### config.mk
export PLATFORM = sky130hd
export DESIGN_NAME = software_timer_table_flat
export DESIGN_NICKNAME = d
export VERILOG_FILES = /design/src/stt_pkg.sv /design/src/stt_in_if.sv /design/src/stt_out_if.sv /design/src/software_timer_table.sv /design/src/stt_datapath.sv /design/src/stt_ctrl.sv /design/src/flat_wrapper.sv
export VERILOG_INCLUDE_DIRS = /design/src /design/src/src
export SDC_FILE = /design/constraint.sdc
export NUM_CORES = 1
export LEC_CHECK = 0
export BUFFER_PORTS_ARGS = -buffer_cell sky130_fd_sc_hd__buf_2
export CORE_MARGIN = 2
export CORE_UTILIZATION = 54
export DETAILED_ROUTE_END_ITERATION = 6
export GPL_TIMING_DRIVEN = 0
export PLACE_DENSITY = 0.73
export SETUP_SLACK_MARGIN = 0.15
export SKIP_LAST_GASP = 1
export SLEW_MARGIN = 20
export SYNTH_ARGS = -nofsm -noshare
export SYNTH_HDL_FRONTEND = slang
export SYNTH_SLANG_ARGS = --single-unit
### constraint.sdc
create_clock -name clk -period 5.2 [get_ports clk]
set_input_delay 0.26 -clock clk [delete_from_list [all_inputs] [get_ports clk]]
set_output_delay 0.26 -clock clk [all_outputs]
set_load 0.03 [all_outputs]
### src/assert_macros.svh
// ----------------------------------------------------------------------------
// assertion macros
// clocked on clk; ASSERT_PROP is held off while rst is high
// ----------------------------------------------------------------------------
`ifndef ASSERT_MACROS_SVH
`define ASSERT_MACROS_SVH
`ifndef SYNTH
`define ASSERT_PROP(label, prop, msg) \
  label: assert property (@(posedge clk) disable iff (rst) (prop)) else $error(msg);
`define ASSERT_ALWAYS(label, prop, msg) \
  label: assert property (@(posedge clk) (prop)) else $error(msg);
`else
`define ASSERT_PROP(label, prop, msg)
`define ASSERT_ALWAYS(label, prop, msg)
`endif
`endif

### src/stt_pkg.sv
`timescale 1ns / 1ps
// ----------------------------------------------------------------------------
// stt_pkg
// command codes, result codes and controller/datapath handshake types
// ----------------------------------------------------------------------------
package stt_pkg;

  typedef enum logic [2:0] {
    CMD_REGISTER = 3'd0,
    CMD_START    = 3'd1,
    CMD_STOP     = 3'd2,
    CMD_PAUSE    = 3'd3,
    CMD_RESUME   = 3'd4,
    CMD_TICK     = 3'd5,
    CMD_POLL     = 3'd6
  } cmd_t;

  typedef enum logic [1:0] {
    KIND_REPLY     = 2'd0,
    KIND_EXPIRY    = 2'd1,
    KIND_TICK_DONE = 2'd2
  } kind_t;

  typedef enum logic [1:0] {
    STAT_OK      = 2'd0,
    STAT_FAIL    = 2'd1,
    STAT_NO_SLOT = 2'd2
  } status_t;

  typedef struct packed {
    logic exec;
    logic walk_clr;
    logic rd_en;
    logic rd_next;
    logic eval_en;
    logic emit_end;
  } ctrl_cmd_t;

  typedef struct packed {
    logic out_free;
    logic walk_last;
    logic need_event;
  } dp_stat_t;

endpackage

### src/stt_in_if.sv
`timescale 1ns / 1ps
// ----------------------------------------------------------------------------
// stt_in_if
// command channel: valid/ready with one command item
// ----------------------------------------------------------------------------
interface stt_in_if;
  logic        valid;
  logic        ready;
  logic [2:0]  command;
  logic [3:0]  slot_id;
  logic        mode;
  logic [15:0] delay;
  logic        has_handler;

  modport source (output valid, command, slot_id, mode, delay, has_handler, input ready);
  modport sink (input valid, command, slot_id, mode, delay, has_handler, output ready);
endinterface

### src/stt_out_if.sv
`timescale 1ns / 1ps
// ----------------------------------------------------------------------------
// stt_out_if
// result channel: valid/ready with one result item
// ----------------------------------------------------------------------------
interface stt_out_if;
  logic       valid;
  logic       ready;
  logic [1:0] kind;
  logic [1:0] status;
  logic [3:0] slot_id_res;
  logic       update_seen;
  logic       last;

  modport source (output valid, kind, status, slot_id_res, update_seen, last, input ready);
  modport sink (input valid, kind, status, slot_id_res, update_seen, last, output ready);
endinterface

### src/software_timer_table.sv
`timescale 1ns / 1ps
// ----------------------------------------------------------------------------
// software_timer_table
// table of software timers driven by register/start/stop/pause/resume/poll
// commands, with a tick that walks all slots and reports expiries
// ----------------------------------------------------------------------------
//   port  | role   | item
//   ------+--------+-----------------------------------------------------------
//   req   | sink   | command, slot_id, mode, delay, has_handler
//   rsp   | source | kind, status, slot_id_res, update_seen, last
//
// a non-tick command is taken while the result register is free; its reply
// sits in the result register at the next edge, so commands can follow back
// to back while results are taken. a tick walks the slots one at a time,
// set by the single read port of the delay and count memories.
// no clearing pass at reset; untouched entries read as zero.
// a full result register stalls the walk on the slot whose expiry is waiting.
// ----------------------------------------------------------------------------
module software_timer_table #(
  parameter int NUM_TIMERS = 16
) (
  input logic      clk,
  input logic      rst,
  stt_in_if.sink   req,
  stt_out_if.source rsp
);
  import stt_pkg::*;

  ctrl_cmd_t cmd;
  dp_stat_t  stat;

  stt_ctrl u_ctrl (
    .clk         (clk),
    .rst         (rst),
    .req_valid   (req.valid),
    .req_command (req.command),
    .req_ready   (req.ready),
    .cmd         (cmd),
    .stat        (stat)
  );

  stt_datapath #(
    .NUM_TIMERS (NUM_TIMERS)
  ) u_datapath (
    .clk         (clk),
    .rst         (rst),
    .cmd         (cmd),
    .stat        (stat),
    .command     (req.command),
    .slot_id     (req.slot_id),
    .mode        (req.mode),
    .delay       (req.delay),
    .has_handler (req.has_handler),
    .out_ready   (rsp.ready),
    .out_valid   (rsp.valid),
    .kind        (rsp.kind),
    .status      (rsp.status),
    .slot_id_res (rsp.slot_id_res),
    .update_seen (rsp.update_seen),
    .last        (rsp.last)
  );

endmodule

### src/stt_datapath.sv
`timescale 1ns / 1ps
// ----------------------------------------------------------------------------
// stt_datapath
// slot state flops, delay/count memories, slot walk counter, result register
// ----------------------------------------------------------------------------
module stt_datapath #(
  parameter int NUM_TIMERS = 16
) (
  input  logic              clk,
  input  logic              rst,
  input  stt_pkg::ctrl_cmd_t cmd,
  output stt_pkg::dp_stat_t  stat,
  input  logic [2:0]        command,
  input  logic [3:0]        slot_id,
  input  logic              mode,
  input  logic [15:0]       delay,
  input  logic              has_handler,
  input  logic              out_ready,
  output logic              out_valid,
  output logic [1:0]        kind,
  output logic [1:0]        status,
  output logic [3:0]        slot_id_res,
  output logic              update_seen,
  output logic              last
);
  import stt_pkg::*;

  localparam int IW = (NUM_TIMERS > 1) ? $clog2(NUM_TIMERS) : 1;
  typedef logic [IW-1:0] idx_t;

  typedef struct packed {
    logic        periodic;
    logic        handler;
    logic [15:0] target;
  } cfg_t;

  // per-slot flags; a slot is inactive when neither act nor psd is set
  logic [NUM_TIMERS-1:0] taken, act, psd, upd_flag, cfg_valid, cnt_valid;

  cfg_t        cfg_mem [NUM_TIMERS];
  logic [15:0] cnt_mem [NUM_TIMERS];

  cfg_t        rd_cfg;
  logic [15:0] rd_cnt;
  logic        rd_cfg_ok, rd_cnt_ok;

  idx_t    walk, cid, free_idx, rd_addr, cnt_waddr;
  logic    free_found, id_ok;
  status_t rep_status;
  logic [3:0] rep_id;
  logic    rep_seen;
  logic    cmd_ok;

  cfg_t        cur_cfg;
  logic [15:0] cur_cnt, cnt_inc, cnt_wdata;
  logic        expire, slot_active, cnt_we, out_load;

  assign id_ok = 32'(slot_id) < NUM_TIMERS;
  assign cid   = IW'(slot_id);

  // lowest free slot
  always_comb begin
    free_found = 1'b0;
    free_idx   = '0;
    for (int s = NUM_TIMERS - 1; s >= 0; s--) begin
      if (!taken[s]) begin
        free_found = 1'b1;
        free_idx   = IW'(s);
      end
    end
  end

  always_comb begin
    rep_status = STAT_FAIL;
    rep_id     = '0;
    rep_seen   = 1'b0;
    case (command)
      CMD_REGISTER: begin
        if (free_found) begin
          rep_status = STAT_OK;
          rep_id     = 4'(free_idx);
        end else begin
          rep_status = STAT_NO_SLOT;
        end
      end
      CMD_START:  if (id_ok && taken[cid] && !act[cid]) rep_status = STAT_OK;
      CMD_STOP:   if (id_ok && (act[cid] || psd[cid])) rep_status = STAT_OK;
      CMD_PAUSE:  if (id_ok && !psd[cid]) rep_status = STAT_OK;
      CMD_RESUME: if (id_ok && psd[cid]) rep_status = STAT_OK;
      CMD_POLL: begin
        if (id_ok) begin
          rep_status = STAT_OK;
          rep_seen   = upd_flag[cid];
        end
      end
      default: ;
    endcase
  end

  assign cmd_ok = cmd.exec && (rep_status == STAT_OK);

  // slot under evaluation during a tick; never-written entries read as zero
  assign cur_cfg     = rd_cfg_ok ? rd_cfg : '0;
  assign cur_cnt     = rd_cnt_ok ? rd_cnt : '0;
  assign cnt_inc     = cur_cnt + 16'd1;
  assign expire      = cnt_inc >= cur_cfg.target;
  assign slot_active = act[walk];

  assign stat.need_event = slot_active && expire && cur_cfg.handler;
  assign stat.walk_last  = walk == IW'(NUM_TIMERS - 1);
  assign stat.out_free   = !out_valid || out_ready;

  assign rd_addr = cmd.rd_next ? walk + IW'(1) : walk;

  always_comb begin
    cnt_we    = 1'b0;
    cnt_waddr = walk;
    cnt_wdata = (expire && cur_cfg.periodic) ? 16'd0 : cnt_inc;
    if (cmd_ok && command == CMD_START) begin
      cnt_we    = 1'b1;
      cnt_waddr = cid;
      cnt_wdata = 16'd0;
    end else if (cmd.eval_en && slot_active) begin
      cnt_we = 1'b1;
    end
  end

  always_ff @(posedge clk) begin
    if (rst) begin
      taken     <= '0;
      act       <= '0;
      psd       <= '0;
      upd_flag  <= '0;
      cfg_valid <= '0;
      cnt_valid <= '0;
    end else begin
      if (cmd_ok) begin
        case (command)
          CMD_REGISTER: begin
            taken[free_idx]     <= 1'b1;
            upd_flag[free_idx]  <= 1'b0;
            cfg_valid[free_idx] <= 1'b1;
          end
          CMD_START: begin
            act[cid]       <= 1'b1;
            psd[cid]       <= 1'b0;
            cnt_valid[cid] <= 1'b1;
          end
          CMD_STOP: begin
            act[cid]   <= 1'b0;
            psd[cid]   <= 1'b0;
            taken[cid] <= 1'b0;
          end
          CMD_PAUSE: begin
            act[cid] <= 1'b0;
            psd[cid] <= 1'b1;
          end
          CMD_RESUME: begin
            act[cid] <= 1'b1;
            psd[cid] <= 1'b0;
          end
          CMD_POLL: upd_flag[cid] <= 1'b0;
          default: ;
        endcase
      end
      if (cmd.eval_en && slot_active) begin
        cnt_valid[walk] <= 1'b1;
        if (expire && !cur_cfg.periodic) act[walk] <= 1'b0;
        if (expire && !cur_cfg.handler) upd_flag[walk] <= 1'b1;
      end
    end
  end

  // slot memories, one write and one registered read each
  always_ff @(posedge clk) begin
    if (cmd_ok && command == CMD_REGISTER) begin
      cfg_mem[free_idx] <= '{periodic: mode, handler: has_handler, target: delay};
    end
    if (cnt_we) cnt_mem[cnt_waddr] <= cnt_wdata;
    if (cmd.rd_en) begin
      rd_cfg    <= cfg_mem[rd_addr];
      rd_cnt    <= cnt_mem[rd_addr];
      rd_cfg_ok <= cfg_valid[rd_addr];
      rd_cnt_ok <= cnt_valid[rd_addr];
    end
  end

  always_ff @(posedge clk) begin
    if (rst) begin
      walk <= '0;
    end else if (cmd.walk_clr) begin
      walk <= '0;
    end else if (cmd.eval_en && !stat.walk_last) begin
      walk <= walk + IW'(1);
    end
  end

  // result register
  assign out_load = cmd.exec || (cmd.eval_en && stat.need_event) || cmd.emit_end;

  always_ff @(posedge clk) begin
    if (rst) begin
      out_valid <= 1'b0;
    end else if (out_load) begin
      out_valid <= 1'b1;
    end else if (out_ready) begin
      out_valid <= 1'b0;
    end
  end

  always_ff @(posedge clk) begin
    if (cmd.exec) begin
      kind        <= KIND_REPLY;
      status      <= rep_status;
      slot_id_res <= rep_id;
      update_seen <= rep_seen;
      last        <= 1'b1;
    end else if (cmd.eval_en && stat.need_event) begin
      kind        <= KIND_EXPIRY;
      status      <= STAT_OK;
      slot_id_res <= 4'(walk);
      update_seen <= 1'b0;
      last        <= 1'b0;
    end else if (cmd.emit_end) begin
      kind        <= KIND_TICK_DONE;
      status      <= STAT_OK;
      slot_id_res <= '0;
      update_seen <= 1'b0;
      last        <= 1'b1;
    end
  end

endmodule

### src/stt_ctrl.sv
`timescale 1ns / 1ps
`include "assert_macros.svh"
// ----------------------------------------------------------------------------
// stt_ctrl
// command acceptance and tick walk sequencing
// ----------------------------------------------------------------------------
module stt_ctrl (
  input  logic               clk,
  input  logic               rst,
  input  logic               req_valid,
  input  logic [2:0]         req_command,
  output logic               req_ready,
  output stt_pkg::ctrl_cmd_t cmd,
  input  stt_pkg::dp_stat_t  stat
);
  import stt_pkg::*;

  typedef enum logic [3:0] {
    ST_IDLE      = 4'b0001,
    ST_TICK_RD   = 4'b0010,
    ST_TICK_EVAL = 4'b0100,
    ST_TICK_END  = 4'b1000
  } state_t;

  state_t state, state_next;

  always_ff @(posedge clk) begin
    if (rst) begin
      state <= ST_IDLE;
    end else begin
      state <= state_next;
    end
  end

  always_comb begin
    state_next = state;
    req_ready  = 1'b0;
    cmd        = '0;
    case (state)
      ST_IDLE: begin
        req_ready = stat.out_free;
        if (req_valid && stat.out_free) begin
          if (req_command == CMD_TICK) begin
            cmd.walk_clr = 1'b1;
            state_next   = ST_TICK_RD;
          end else begin
            cmd.exec = 1'b1;
          end
        end
      end
      ST_TICK_RD: begin
        cmd.rd_en  = 1'b1;
        state_next = ST_TICK_EVAL;
      end
      ST_TICK_EVAL: begin
        // hold the slot while an expiry item has nowhere to go
        if (!stat.need_event || stat.out_free) begin
          cmd.eval_en = 1'b1;
          if (stat.walk_last) begin
            state_next = ST_TICK_END;
          end else begin
            cmd.rd_en   = 1'b1;
            cmd.rd_next = 1'b1;
          end
        end
      end
      ST_TICK_END: begin
        if (stat.out_free) begin
          cmd.emit_end = 1'b1;
          state_next   = ST_IDLE;
        end
      end
      default: state_next = ST_IDLE;
    endcase
  end

  `ASSERT_PROP(a_event_has_room, (cmd.eval_en && stat.need_event) |-> stat.out_free, "expiry item overwrites pending result")
  `ASSERT_PROP(a_end_has_room, cmd.emit_end |-> stat.out_free, "tick done item overwrites pending result")
  `ASSERT_PROP(a_walk_stops, (cmd.eval_en && stat.walk_last) |=> !cmd.eval_en, "slot walk runs past last slot")
  `ASSERT_PROP(a_no_accept_in_tick, req_ready |-> !(cmd.eval_en || cmd.rd_en), "item accepted during tick walk")
  `ASSERT_ALWAYS(a_reset_idle, rst |=> state == ST_IDLE, "controller not idle after reset")

endmodule

### src/flat_wrapper.sv
// flat-port wrapper written by rule: the top's interface ports become plain ports
module software_timer_table_flat import stt_pkg::*;
#(
  parameter int NUM_TIMERS = 16
)
  (clk, rst, req_valid, req_command, req_slot_id, req_mode, req_delay, req_has_handler, req_ready, rsp_valid, rsp_kind, rsp_status, rsp_slot_id_res, rsp_update_seen, rsp_last, rsp_ready);
  stt_in_if req_i ();
  stt_out_if rsp_i ();
  input logic clk;
  input logic rst;
  input wire logic [$bits(req_i.valid)-1:0] req_valid;
  input wire logic [$bits(req_i.command)-1:0] req_command;
  input wire logic [$bits(req_i.slot_id)-1:0] req_slot_id;
  input wire logic [$bits(req_i.mode)-1:0] req_mode;
  input wire logic [$bits(req_i.delay)-1:0] req_delay;
  input wire logic [$bits(req_i.has_handler)-1:0] req_has_handler;
  output wire logic [$bits(req_i.ready)-1:0] req_ready;
  output wire logic [$bits(rsp_i.valid)-1:0] rsp_valid;
  output wire logic [$bits(rsp_i.kind)-1:0] rsp_kind;
  output wire logic [$bits(rsp_i.status)-1:0] rsp_status;
  output wire logic [$bits(rsp_i.slot_id_res)-1:0] rsp_slot_id_res;
  output wire logic [$bits(rsp_i.update_seen)-1:0] rsp_update_seen;
  output wire logic [$bits(rsp_i.last)-1:0] rsp_last;
  input wire logic [$bits(rsp_i.ready)-1:0] rsp_ready;
  assign req_i.valid = req_valid;
  assign req_i.command = req_command;
  assign req_i.slot_id = req_slot_id;
  assign req_i.mode = req_mode;
  assign req_i.delay = req_delay;
  assign req_i.has_handler = req_has_handler;
  assign req_ready = req_i.ready;
  assign rsp_valid = rsp_i.valid;
  assign rsp_kind = rsp_i.kind;
  assign rsp_status = rsp_i.status;
  assign rsp_slot_id_res = rsp_i.slot_id_res;
  assign rsp_update_seen = rsp_i.update_seen;
  assign rsp_last = rsp_i.last;
  assign rsp_i.ready = rsp_ready;
  software_timer_table #(.NUM_TIMERS(NUM_TIMERS)) u_core (.clk(clk), .rst(rst), .req(req_i), .rsp(rsp_i));
endmodule
# --- Yosys cells after proc, flatten, opt, wreduce, memory -nomap -nowiden ---
# Memories as Yosys holds them, arrays and structs flattened. A register that Yosys moved wholly into a read port is not among the register bits.
# Index checks and enable logic that the tools add are counted.
totals:
  inputBits: 29
  elab_cells: 225
  ram_bits: 544
  ff_bits: 117
  out_inout_bits: 12
  memories: 2
op_classes:
  add_sub_neg: 2
  n_lt_le_gt_ge: 8
  eq_ne: 16
  n_bitwise: 16
  n_reduce_logical: 43
  muxes: 121
memory_table:
  columns: ["name", "words", "width", "rd", "rd_clocked_by_memory_dff", "write_ports", "line_no", "rtl"]
  rows:
  - ["u_core.u_datapath.cfg_mem", 16, 18, 1, 1, 1, "stt_datapath.sv:40", "cfg_t cfg_mem [NUM_TIMERS];"]
  - ["u_core.u_datapath.cnt_mem", 16, 16, 1, 1, 1, "stt_datapath.sv:41", "logic [15:0] cnt_mem [NUM_TIMERS];"]
op_table:
  columns: ["cell", "n"]
  rows:
  - ["16-bit two-way mux", 15]
  - ["16-bit one-hot mux with 2 select lines", 4]
  - ["4-bit two-way mux", 28]
  - ["16-bit bitwise OR", 7]
  - ["16-bit bitwise AND", 6]
  - ["1-bit two-way mux", 51]
  - ["16-bit inverter", 3]
  - ["1-bit binary-select mux with 4-bit select", 7]
  - ["4-bit by 5-bit < comparator with 1-bit output (second input constant)", 4]
  - ["18-bit two-way mux", 1]
  - ["16-bit by 1-bit adder with 16-bit output (second input constant)", 1]
  - ["16-bit >= comparator", 1]
  - ["1-bit logical AND", 16]
  - ["2-bit two-way mux", 8]
  - ["4-bit one-hot mux with 4 select lines", 1]
  - ["1-bit demux with 4-bit select", 3]
  - ["4-bit by 1-bit >= comparator with 1-bit output (second input constant)", 3]
  - ["2-bit one-hot mux with 6 select lines", 1]
  - ["2-bit inequality test (second input constant)", 5]
  - ["3-bit == test (second input constant)", 3]
  - ["4-bit == test (second input constant)", 2]
  - ["2-bit nonzero test", 4]
  - ["2-bit OR reduction", 4]
  - ["3-bit by 2-bit == test with 1-bit output (second input constant)", 2]
  - ["15 further kinds", 26]

# --- Depth between registers and ports, before layout ---
logic_depth:
  ltp_word: 28
  ltp_mapped: 24
  depth_no_buf: 16

# --- By module ---
# Synthesis repeated with hierarchy kept, for this count alone.
unflattened:
  hier_cells: 1700
  hier_area_um2: 28964.0
by_module_without_submodules:
  columns: ["mod", "n_inst", "seq_area_each_um2", "area_each_um2", "cells_per_inst"]
  rows:
  - ["stt_datapath", 1, 19708.9, 28678.8, 1663]
  - ["stt_ctrl", 1, 80.1, 285.3, 37]

# --- Worst setup path before layout ---
# OpenSTA, ideal clock, no wires.
synth_timing:
  path_type: "register to register"
  start: "register u_core.u_datapath.rd_cnt_ok"
  end: "register u_core.u_datapath.rd_cnt[12], read port of u_core.u_datapath.cnt_mem (data pin)"
  setup_ns: 0.158
  path_buffers: 7
  synth_period_minus_slack_ns: 5.163
  arrival_ns: 5.005
  setup_slack_ns: 0.037
  stages_incl_launch_ff: 24
  t_required_ns: 5.042
  path_cell_list: "edfxtp_1 > clkbuf_1 > clkbuf_1 > clkbuf_1 > and2_1 > ha_1 > nand2_1 > nor4_1 > nand4_1 > xor2_1 > nor2b_1 > ha_1 > nand4_1 > a311oi_1 > a221o_1 > clkbuf_1 > a311o_1 > and3_1 > clkbuf_1 > buf_2 > buf_1 > o22ai_1 > or4_1 > o211ai_1"
synth_between:
  elab_chain_len: 10
  elab_cells_between_ends: 11
  classes_between: "1 x add/sub; 1 x order compare; 5 x mux; 4 x reduce/logical"
synth_rtl:
  columns: ["element", "line_no", "rtl"]
  rows:
  - ["start, declared", "stt_datapath.sv:45", "logic rd_cfg_ok, rd_cnt_ok;"]
  - ["start signal, assigned", "stt_datapath.sv:184", "rd_cnt_ok <= cnt_valid[rd_addr];"]
  - ["16-bit two-way mux (*)", "stt_datapath.sv:104", "assign cur_cnt = rd_cnt_ok ? rd_cnt : '0;"]
  - ["16-bit by 1-bit adder with 16-bit output (*)", "stt_datapath.sv:105", "assign cnt_inc = cur_cnt + 16'd1;"]
  - ["16-bit >= comparator (*)", "stt_datapath.sv:106", "assign expire = cnt_inc >= cur_cfg.target;"]
  - ["1-bit logical AND (*) (2 in series)", "stt_datapath.sv:109", "assign stat.need_event = slot_active && expire && cur_cfg.handler;"]
  - ["1-bit zero test (*)", "stt_ctrl.sv:57", "if (!stat.need_event || stat.out_free) begin"]
  - ["1-bit logical OR (*)", "stt_ctrl.sv:57", null]
  - ["3-bit two-way mux (*)", "stt_ctrl.sv:57", null]
  - ["2-bit two-way mux", "stt_ctrl.sv:39", "case (state)"]
  - ["4-bit two-way mux", "stt_datapath.sv:113", "assign rd_addr = cmd.rd_next ? walk + IW'(1) : walk;"]
  - ["end, declared", "stt_datapath.sv:44", "logic [15:0] rd_cnt;"]
# Every way passes the cells marked *; elsewhere a longest branch is shown, timed or not.
# A chain may end at the register's enable or synchronous reset.

# --- Final worst setup path ---
layout_timing:
  start: "register u_core.u_datapath.rd_cnt_ok"
  end: "register u_core.u_datapath.rd_cnt[14], read port of u_core.u_datapath.cnt_mem (data pin)"
# Same word-level chain as after synthesis.

==> results.toml <==
[outcome]
status = "finished with violations"
violations = "negative setup slack"

[setup_path]
regToRegStartpoint = "u_core.u_datapath.rd_cnt_ok"
path_class = "register to register"
startpoint = "u_core.u_datapath.rd_cnt_ok"
crit_chain = "buf_8 > buf_8 > buf_8 > and2_4 > ha_4 > nand2_4 > nor4_4 > nand4_1 > xor2_2 > nor2b_2 > ha_4 > nand4_1 > a311oi_2 > buf_4 > a221oi_4 > buf_4 > o31ai_4 > a211oi_4 > clkbuf_4 > a21oi_1 > o21ai_0 > nand4_1"
cp-start-kind = "register"
required_ns = 5.56
critical_path.slowest_cell = "a221oi_4"
arrival_ns = 5.72
endpoint_kind = "register"
rr_endpoint = "u_core.u_datapath.rd_cnt[14]"
max_stage_delay_ns = 0.50
ff2ff_path_depth = 22
crit_fanout = 10
reg2reg_slack_ns = -0.16
crit_path_end = "u_core.u_datapath.rd_cnt[14]"

[layout]
mostFrequentLayoutCells = "edfxtp_1, nor2_1, nand2_1"
instances_no_fill = 3415
drive_gt1_frac = 0.221
final_common_cell = "edfxtp_1"
syn2layout_area_growth_pct = 23.2
final_cell_area_um2 = 37200
final_util = 0.674
finalNetCount = 2658

[placement]
placed_area_um2 = 31700
place.gp.congestion = 0.969
port_buffers = 35
hpwl_mm = 67.5
placedCellCount = 3181
pre_cts_slack_ns = -1.84

[power]
p_total_mw = 11.8
p_per_area_nw_per_um2 = 318
ir_drop_mv = 0.318
p_leak_nw = 12.0

[synth]
ys_seq_elements = 695
avgSynthCellArea_um2 = 12.7
syn-cell-area_um2 = 30200
ys_seq_area_frac = 0.655
synth_nets = 2430
syn_inst = 2380
synth_ff_type = "edfxtp_1"
yosysUniqueCellTypes = 75
synth_edf_count = 587
synthArstFlopShare = 0
synth_warnings = 0

[clock_network]
clk_latency_ns = 0.64
clk_pin_slew_worst_paths_ns = 0.06
cts_inserted_buffers = 73
ctsRootBufferMaster = "clkbuf_16"
cts.sinks = 695
htreeDepth = 3
cts_tree = "built"
cts_max_path_buffers = 3

[routing]
first_iter_violations = 4186
drtPass1Iterations = 7
drc = 0
final_antenna_net_count = 0
dr_total_vias = 24000
vias_per_cell = 7.03
wl_per_cell_um = 31.1
drt_wl_total_mm = 106

[floorplanning]
start_util = 0.548
rows = 86
die_h_um = 241
die_w_um = 241
num_io_pins = 41
core_um2 = 55200
dieArea_um2 = 57900

[timing]
fmax_mhz = 186
timing.hold.ws_ns = 0.0165
fin_crit_sh = 1.03
max-slew-margin-rel = 0.0701
hold_violations = 0
skew_ns = 0.0274
period_needed_ns = 5.36
setup_slack_ns = -0.163
finalSetupViolations = 28
rsz0062_at_grt = "true"
worstMarginPinSlew_ns = 1.39
finalMaxSlewViolations = 0
fin_setup_tns_ns = -1.60

[flow_run]
drv_cap = 0

[global_route]
grt_max_degree = 21
grt_overflow = 0
grt_pass1_wl_mm = 148
track_usage = 0.355
grt_pass1_vias = 22700
antenna_found_initial = 2

[hold_path]
min_path_type = "input pin to register"
[Yosys cell counts, drive strengths merged, types with 37 or more instances]
| library cell | count | share of area |
|---|---|---|
| o21ai | 84 | 0.014 |
| nand3 | 47 | 0.0078 |
| inv | 43 | 0.0053 |
| edfxtp | 587 | 0.58 |
| o221ai | 106 | 0.031 |
| clkbuf | 137 | 0.017 |
| or3 | 53 | 0.011 |
| nor3 | 37 | 0.0061 |
| nor2b | 88 | 0.018 |
| nor4 | 47 | 0.0097 |
| a21oi | 112 | 0.019 |
| o22ai | 138 | 0.029 |
| a2111oi | 64 | 0.019 |
| dfxtp | 108 | 0.072 |
| buf | 43 | 0.0081 |
| nor2 | 182 | 0.023 |
| nand2 | 140 | 0.017 |
[kinds of logic (layout without fill, tap and decap cells)]
logic type,Yosys count,after routing,share of synthesized area
multiplexers,52,52,0.0276
XOR/XNOR,17,17,0.00493
AND/OR/NAND/NOR,720,720,0.122
flip-flops,695,695,0.655
buffers and inverters,223,507,0.0304
adder cells (fa/ha/maj),21,21,0.00869
other,0,3,0
AO/OA/AOI/OAI,652,652,0.152
[sequential cells by signal, summed over array words and instances, names as in the netlist, 2 cells and up, named ones only]
register / cells
u_core.u_datapath.cnt_valid: 16
u_core.u_datapath.status: 2
u_core.u_datapath.kind: 2
u_core.u_datapath.upd_flag: 16
u_core.u_datapath.taken: 16
u_core.u_datapath.walk: 4
u_core.u_datapath.rd_cfg: 18
u_core.u_datapath.act: 16
u_core.u_datapath.cfg_mem: 288
u_core.u_datapath.cnt_mem: 256
u_core.u_datapath.rd_cnt: 16
u_core.u_datapath.cfg_valid: 16
u_core.u_datapath.slot_id_res: 4
u_core.u_ctrl.state: 4
[layer usage]
layer | track usage | vias to the layer above | part of all wire | wire, µm
met5 | 0 | - | 0 | 0
met4 | 0.190 | 0 | 0.065 | 6960
met3 | 0.0922 | 439 | 0.13 | 13500
met2 | 0.555 | 1944 | 0.45 | 48100
met1 | 0.458 | 11700 | 0.36 | 37800
li1 | - | 9881 | - | -
[power by group]
group | switching (mW) | internal [mW]
Clock | 2.20 | 2.96
Sequential | 0.0218 | 6.08
Combinational | 0.403 | 0.176
[critical path, delay by kind of cell (launching register included)]
kind / cells / cell delay (ns)
DFF: 1 / 0.47
adders and majority gates: 2 / 0.38
xor gates and xnor gates: 1 / 0.22
and+or+nand+nor: 7 / 1.22
buffers and inverters: 6 / 1.13
AOI/OAI and AO/OA: 6 / 1.65
[how the worst min path moves through the flow]
stage          slack (ns)  cells past startpoint                 startpoint                           endpoint
4_1_cts             0.008                      1              req_delay[11]  u_core.u_datapath.cfg_mem[13][11]
6_report             0.02                      1               req_delay[2]    u_core.u_datapath.cfg_mem[5][2]
3_3_place_gp         0.43                      2  u_core.u_datapath.kind[0]          u_core.u_datapath.kind[0]
3_5_place_dp         0.44                      2  u_core.u_datapath.kind[0]          u_core.u_datapath.kind[0]
5_1_grt              0.02                      1               req_delay[2]    u_core.u_datapath.cfg_mem[4][2]
2_1_floorplan        0.36                      0               req_delay[0]    u_core.u_datapath.cfg_mem[0][0]
[area by class of cell]
type                            instances  area, µm²
Clock inverter                         35        334
Fill cell                            3744      18000
Multi-Input combinational cell       1462      11000
Antenna cell                            3       7.51
Tap cell                              748        936
Clock buffer                           96       2030
Buffer                                179       1420
Sequential cell                       695      19800
Inverter                               43        161
Timing Repair Buffer                  154       1570
[repair_timing]
action,CTS,global route
hold buffers,10,0
endpoints found under the setup margin,651,535
resized for setup,298,183
pin swaps,52,84
hold endpoints to repair,149,0
gates cloned,4,5
buffers inserted,42,40
Power figures use the tool's default switching activity.
